==> src/ashm_pkg.sv <==
`timescale 1ns / 1ps
// ----------------------------------------------------------------------------
// ashm_pkg: shared types and constants of the allocation size monitor
// Beat structures, command codes, register indexes, reset values and the
// command and status bundles between the controller and the datapath.
// ----------------------------------------------------------------------------
package ashm_pkg;

    // Item command codes.
    localparam logic [2:0] CMD_ALLOC    = 3'd0;
    localparam logic [2:0] CMD_REALLOC  = 3'd1;
    localparam logic [2:0] CMD_FREE     = 3'd2;
    localparam logic [2:0] CMD_TIME     = 3'd3;
    localparam logic [2:0] CMD_READ_BIN = 3'd4;

    // Configuration register indexes.
    localparam int unsigned CFG_IDX_W = 2;
    localparam int unsigned CFG_DATA_W = 32;
    localparam logic [CFG_IDX_W-1:0] CFG_HEADER_BYTES     = 2'd0;
    localparam logic [CFG_IDX_W-1:0] CFG_REPORT_INTERVAL  = 2'd1;
    localparam logic [CFG_IDX_W-1:0] CFG_REPORT_THRESHOLD = 2'd2;

    // Configuration reset values.
    localparam logic [7:0]  RST_HEADER_BYTES     = 8'd32;
    localparam logic [31:0] RST_REPORT_INTERVAL  = 32'd10000;
    localparam logic [30:0] RST_REPORT_THRESHOLD = 31'd4;

    // Fixed arithmetic constants.
    localparam logic [31:0] GROSS_EXTRA = 32'd4;
    localparam int unsigned BIN_SHIFT   = 4;
    localparam logic [31:0] MB_ROUND    = 32'd1048575;

    typedef struct packed {
        logic [2:0]  cmd;
        logic        old_present;
        logic [31:0] old_size;
        logic [31:0] new_size;
        logic [31:0] now_ticks;
        logic [10:0] bin_index;
    } t_in_beat;

    typedef struct packed {
        logic signed [31:0] total_bytes;
        logic signed [11:0] total_mbytes;
        logic               report_due;
        logic signed [31:0] bin_delta;
        logic               bin_growing;
        logic               bin_skipped;
    } t_out_beat;

    // Controller to datapath.
    typedef struct packed {
        logic clr_step;  // clear one entry of both bin stores
        logic load;      // capture the input beat
        logic prep;      // form gross sizes, run the time check
        logic touch_rd;  // read a bin counter and update the total
        logic touch_wr;  // write the adjusted bin counter back
        logic sel_new;   // touch works on the new size (else the old one)
        logic bin_rd;    // read counter and snapshot of the requested bin
        logic snap;      // form the delta and store the snapshot
        logic finish;    // load the result register
    } t_dp_cmd;

    // Datapath to controller.
    typedef struct packed {
        logic       clr_last;
        logic [2:0] cmd;
        logic       old_present;
        logic       out_busy;
    } t_dp_stat;

endpackage

==> src/ashm_ctrl.sv <==
`timescale 1ns / 1ps
// ----------------------------------------------------------------------------
// ashm_ctrl: sequencing controller of the allocation size monitor
// Steps the datapath through the clearing pass and through each item.
// ----------------------------------------------------------------------------
module ashm_ctrl (
    input  logic              i_clk,
    input  logic              i_rst_n,
    input  logic              i_in_valid,
    output logic              o_in_ready,
    input  ashm_pkg::t_dp_stat i_stat,
    output ashm_pkg::t_dp_cmd  o_cmd
);

    localparam logic [3:0] S_CLEAR  = 4'd0;
    localparam logic [3:0] S_IDLE   = 4'd1;
    localparam logic [3:0] S_PREP   = 4'd2;
    localparam logic [3:0] S_RD_OLD = 4'd3;
    localparam logic [3:0] S_WR_OLD = 4'd4;
    localparam logic [3:0] S_RD_NEW = 4'd5;
    localparam logic [3:0] S_WR_NEW = 4'd6;
    localparam logic [3:0] S_RD_BIN = 4'd7;
    localparam logic [3:0] S_SNAP   = 4'd8;
    localparam logic [3:0] S_DONE   = 4'd9;

    logic [3:0] r_state;
    logic [3:0] n_state;

    always_ff @(posedge i_clk) begin
        if (!i_rst_n) begin
            r_state <= S_CLEAR;
        end else begin
            r_state <= n_state;
        end
    end

    always_comb begin
        n_state = r_state;
        o_cmd   = '0;
        unique case (r_state)
            S_CLEAR: begin
                o_cmd.clr_step = 1'b1;
                if (i_stat.clr_last) begin
                    n_state = S_IDLE;
                end
            end
            S_IDLE: begin
                if (i_in_valid) begin
                    o_cmd.load = 1'b1;
                    n_state    = S_PREP;
                end
            end
            S_PREP: begin
                o_cmd.prep = 1'b1;
                unique case (i_stat.cmd)
                    ashm_pkg::CMD_ALLOC:    n_state = S_RD_NEW;
                    ashm_pkg::CMD_REALLOC:  n_state = i_stat.old_present ? S_RD_OLD : S_RD_NEW;
                    ashm_pkg::CMD_FREE:     n_state = i_stat.old_present ? S_RD_OLD : S_DONE;
                    ashm_pkg::CMD_READ_BIN: n_state = S_RD_BIN;
                    default:                n_state = S_DONE;
                endcase
            end
            S_RD_OLD: begin
                o_cmd.touch_rd = 1'b1;
                n_state        = S_WR_OLD;
            end
            S_WR_OLD: begin
                o_cmd.touch_wr = 1'b1;
                n_state = (i_stat.cmd == ashm_pkg::CMD_REALLOC) ? S_RD_NEW : S_DONE;
            end
            S_RD_NEW: begin
                o_cmd.touch_rd = 1'b1;
                o_cmd.sel_new  = 1'b1;
                n_state        = S_WR_NEW;
            end
            S_WR_NEW: begin
                o_cmd.touch_wr = 1'b1;
                o_cmd.sel_new  = 1'b1;
                n_state        = S_DONE;
            end
            S_RD_BIN: begin
                o_cmd.bin_rd = 1'b1;
                n_state      = S_SNAP;
            end
            S_SNAP: begin
                o_cmd.snap = 1'b1;
                n_state    = S_DONE;
            end
            S_DONE: begin
                if (!i_stat.out_busy) begin
                    o_cmd.finish = 1'b1;
                    n_state      = S_IDLE;
                end
            end
            default: begin
                n_state = S_CLEAR;
            end
        endcase
    end

    assign o_in_ready = (r_state == S_IDLE);

endmodule

==> config.mk <==
export PLATFORM = sky130hd
export DESIGN_NAME = ashm_ctrl
export DESIGN_NICKNAME = d
export VERILOG_FILES = /design/src/ashm_pkg.sv /design/src/ashm_ctrl.sv
export SDC_FILE = /design/constraint.sdc
export NUM_CORES = 1
export LEC_CHECK = 0
export ABC_AREA = 1
export BUFFER_PORTS_ARGS = -buffer_cell sky130_fd_sc_hd__buf_4
export CELL_PAD_IN_SITES_DETAIL_PLACEMENT = 0
export CELL_PAD_IN_SITES_GLOBAL_PLACEMENT = 2
export CORE_MARGIN = 3
export CORE_UTILIZATION = 20
export DETAILED_ROUTE_END_ITERATION = 8
export GPL_TIMING_DRIVEN = 0
export PLACE_DENSITY_LB_ADDON = 0.25
export SLEW_MARGIN = 20
export SYNTH_ARGS = -nofsm -noshare
export SYNTH_HDL_FRONTEND = slang
export SYNTH_SLANG_ARGS = --single-unit
export TNS_END_PERCENT = 1
==> constraint.sdc <==
create_clock -name i_clk -period 1.35 [get_ports i_clk]
set_input_delay 0.135 -clock i_clk [delete_from_list [all_inputs] [get_ports i_clk]]
set_output_delay 0.135 -clock i_clk [all_outputs]
set_load 0.02 [all_outputs]
======== Yosys cells after proc, flatten, opt, wreduce, memory -nomap -nowiden ========
Cells that the tools add are included.
operators by class
  mux-type cells .......................... 19
  equality and inequality tests ........... 15
  reductions and logical operators ........ 7
operators with widths
  kind                                           number
  case mux 4 bit (9 select lines)                1
  2-to-1 mux 4 bit                               5
  == test 4 x 3 -> 1 bit, second input constant  4
  case mux 4 bit (4 select lines)                1
  2-to-1 mux 1 bit                               11
  == test 4 x 2 -> 1 bit, second input constant  2
  == test 4 bit, second input constant           2
  OR reduction 2 bit                             4
  != test 2 bit, second input constant           3
  == test 4 x 1 -> 1 bit, second input constant  1
  logical NOT 4 bit                              1
  == test 3 x 1 -> 1 bit, second input constant  1
  == test 3 x 2 -> 1 bit, second input constant  1
  == test 3 bit, second input constant           1
  logical NOT 3 bit                              1
  2-to-1 mux 3 bit                               1
  AND reduction 3 bit                            1
storage, ports and cells
  bits in registers ....................... 4
  logic and storage cells ................. 42
  output and inout port bits .............. 10

======== Longest topological paths before layout ========
  depth in word-level cells ............... 3
  depth in mapped cells ................... 8

======== Worst setup path after synthesis ========
No wires, ideal clock.
  path type ............................... register -> output
  from .................................... register r_state[1]
  to ...................................... output port o_cmd[0] (netlist name)
  required time ........................... 1215 ps
  path buffers ............................ 0
  arrival time ............................ 1123 ps
  cell stages (with the launch flop) ...... 4
  setup slack ............................. 92 ps
  cell sequence ........................... dfxtp_1 -> inv_2 -> nand2_4 -> nor4_1
RTL lines
  what                    RTL line         RTL
  from (decl)             ashm_ctrl.sv:26  logic [3:0] r_state;
  from (signal assigned)  ashm_ctrl.sv:33  r_state <= n_state;
  to (decl)               ashm_ctrl.sv:12  output ashm_pkg::t_dp_cmd o_cmd

==> impl_metrics.tcl <==
set metrics [dict create \
    die_area_um2 2680 \
    final_hold_viol_count 0 \
    maxCapViolations 0 \
    fill_cells 212 \
    clkLatencyLatePin_ns 0.23 \
    ys_warn_count 0 \
    timing.rr.start "r_state[0]$_SDFFE_PN0P_" \
    crit_required_ns 1.22 \
    drc_errors 0 \
    viasPerCell 4.30 \
    hold_class "input pin to flop" \
    core_um2 1860 \
    gr-total-overflow 0 \
    min_period_ns 1.31 \
    fin_nets 111 \
    drv_slew 0 \
    grt_pass1_vias 501 \
    crit_path_start "r_state[2]$_SDFFE_PN0P_" \
    place_area_um2 586 \
    status "finished clean" \
    syn_inst 76 \
    fmax_mhz 761 \
    htree_levels 1 \
    rows 15 \
    drive_above_1_share_pct 45.0 \
    avgSynthCellArea_um2 5.52 \
    routedWlPerCell_um 9.38 \
    cp_slowest_cell "dfxtp_4" \
    area_growth_pct 60.9 \
    synth-seq-cells 4 \
    ys_seq_area_share_pct 19.1 \
    worst_slew_pin_slew_ns 0.246 \
    io_pins 19 \
    dr.pass1.iters 2 \
    critPathLaunchType "flop" \
    final_area_um2 674 \
    cts.sinks 4 \
    path_max_fanout 5 \
    syn_nets 85 \
    worst_path_largest_cell_delay_ns 0.36 \
    grt_setup_unrepaired "true" \
    cts_tree "built" \
    cp_data_arrival_time_ns 1.18 \
    peakVddDrop_mv 0.510 \
    die_h_um 51.8 \
    grt_max_degree 7 \
    end_kind "primary output" \
    skew_ns 0.00219 \
    cts_root_buf "clkbuf_4" \
    num_antenna_cells 0 \
    antenna_found_initial 0 \
    postRouteAntennaNets 0 \
    routed_wl_um 1170 \
    syn-cell-area_um2 419 \
    fin_crit_sh_pct 97.3 \
    worstHoldStart "i_rst_n" \
    vias 538 \
    holdBufCountCts 0 \
    reg_top3 "r_state (4)" \
    fin_util_pct 36.3 \
    grt_pass1_wl_um 2030 \
    grt_use_total_pct 10.1 \
    start_util_pct 22.6 \
    clkTransAtPathRegs_ns 0.04 \
    die_w_um 51.8 \
    dpl.hpwl_um 964 \
    setup_tns_ns 0 \
    worstSetupPathType "flop to primary output" \
    cts_buffer_depth 2 \
    largest-register "r_state" \
    first_iter_violations 5 \
    p_leak_nw 0.366 \
    port_buffers 18 \
    synth.distinct_cells 19 \
    worst_slew_margin_rel_pct 83.5 \
    power_density_nw_per_um2 969 \
    finalSetupViolCount 0 \
    place.gp.congestion 0.750 \
    crit_chain "inv_4 -> nand2_8 -> nor3_4 -> nor2_2 -> inv_1 -> buf_6" \
    largest_reg_flops 4 \
    cts_inserted_buffers 3 \
    r2r_setup_slack_ns 0.22 \
]
-- layer usage --
layer,up-vias,global-route usage [%],wire length (um)
li1,288,-,-
met1,241,12.8,563
met2,9,14.8,548
met3,0,3.44,62
met4,0,5.24,0
met5,-,0,0
-- through the flow --
step / hold slack, ns / std cells / power [mW] / setup slack, ns
floorplan: 0.233 / 76 / 0.370 / 0.0919
global placement: 0.327 / 119 / 0.482 / 0.163
detailed placement: 0.341 / 119 / 0.477 / 0.183
CTS: 0.0982 / 123 / 0.635 / 0.0161
global route: 0.121 / 125 / 0.723 / -0.0454
finish: 0.103 / 125 / 0.654 / 0.0358
-- path summary, 6_finish.rpt --
kind / endpoint / cells past startpoint
max: o_cmd[5] / 6
min reg2reg: r_state[0]$_SDFFE_PN0P_ / 3
max reg2reg: r_state[0]$_SDFFE_PN0P_ / 6
min: r_state[3]$_SDFFE_PN0P_ / 3
-- cell families (layout without fill, tap and decap cells) --
kind of cell | Yosys count | in the layout | synth area share (%)
buffers and inverters | 18 | 42 | 16.4
DFF | 4 | 4 | 19.1
and+or+nand+nor | 47 | 47 | 54.6
AOI/OAI and AO/OA | 7 | 7 | 9.85
-- critical path, delay by kind of cell (launching register included) --
family / cells / cell delay (ns)
DFF: 1 / 0.36
and+or+nand+nor: 3 / 0.32
buffers and inverters: 3 / 0.27
-- cell usage after synthesis --
library cell / count / area (um^2)
nand2_2: 1 / 6.26
inv_1: 13 / 48.8
a31oi_1: 2 / 12.5
nand3_1: 8 / 40.0
a21oi_2: 1 / 8.76
clkinv_2: 1 / 5.00
nor2_1: 13 / 48.8
nor4_1: 1 / 6.26
nand3_2: 1 / 10.0
dfxtp_1: 4 / 80.1
nor2_2: 1 / 6.26
nor3_1: 3 / 15.0
nand2_1: 15 / 56.3
o21ai_0: 3 / 15.0
a21oi_1: 1 / 5.00
nor2_4: 1 / 11.3
nand4_1: 1 / 6.26
inv_2: 4 / 15.0
nand2_4: 2 / 22.5
-- area by class of cell --
class | instances | area, um^2 | share of cell area, %
clock buffer | 3 | 22.5 | 3.34
inverter | 18 | 73.8 | 10.9
multi-input combinational | 54 | 298 | 44.2
sequential | 4 | 87.6 | 13.0
tap | 25 | 31.3 | 4.64
timing repair buffer | 21 | 161 | 23.9
-- cells in the final DEF, fill, tap and decap left out, types with 3 or more instances in the layout --
| cell | instances |
|---|---|
| buf_4 | 20 |
| nand2_1 | 14 |
| inv_1 | 12 |
| nor2_1 | 11 |
| nand3_1 | 8 |
| inv_2 | 3 |
| nor2_2 | 3 |
| o21ai_0 | 3 |
| clkbuf_4 | 3 |
| dfxtp_2 | 3 |
-- where the power goes --
group	switching, mW	internal [mW]	total, mW
Sequential	0.0246	0.137	0.162
Clock	0.0432	0.0990	0.142
Combinational	0.211	0.138	0.350
-- what timing repair did --
action / in CTS / in global routing
gates resized for setup: 4 / 11
pin swaps: 1 / 1
setup endpoints to repair: 1 / 4
buffers inserted: 1 / 2
Note: power is estimated with default switching activity, not from simulation.
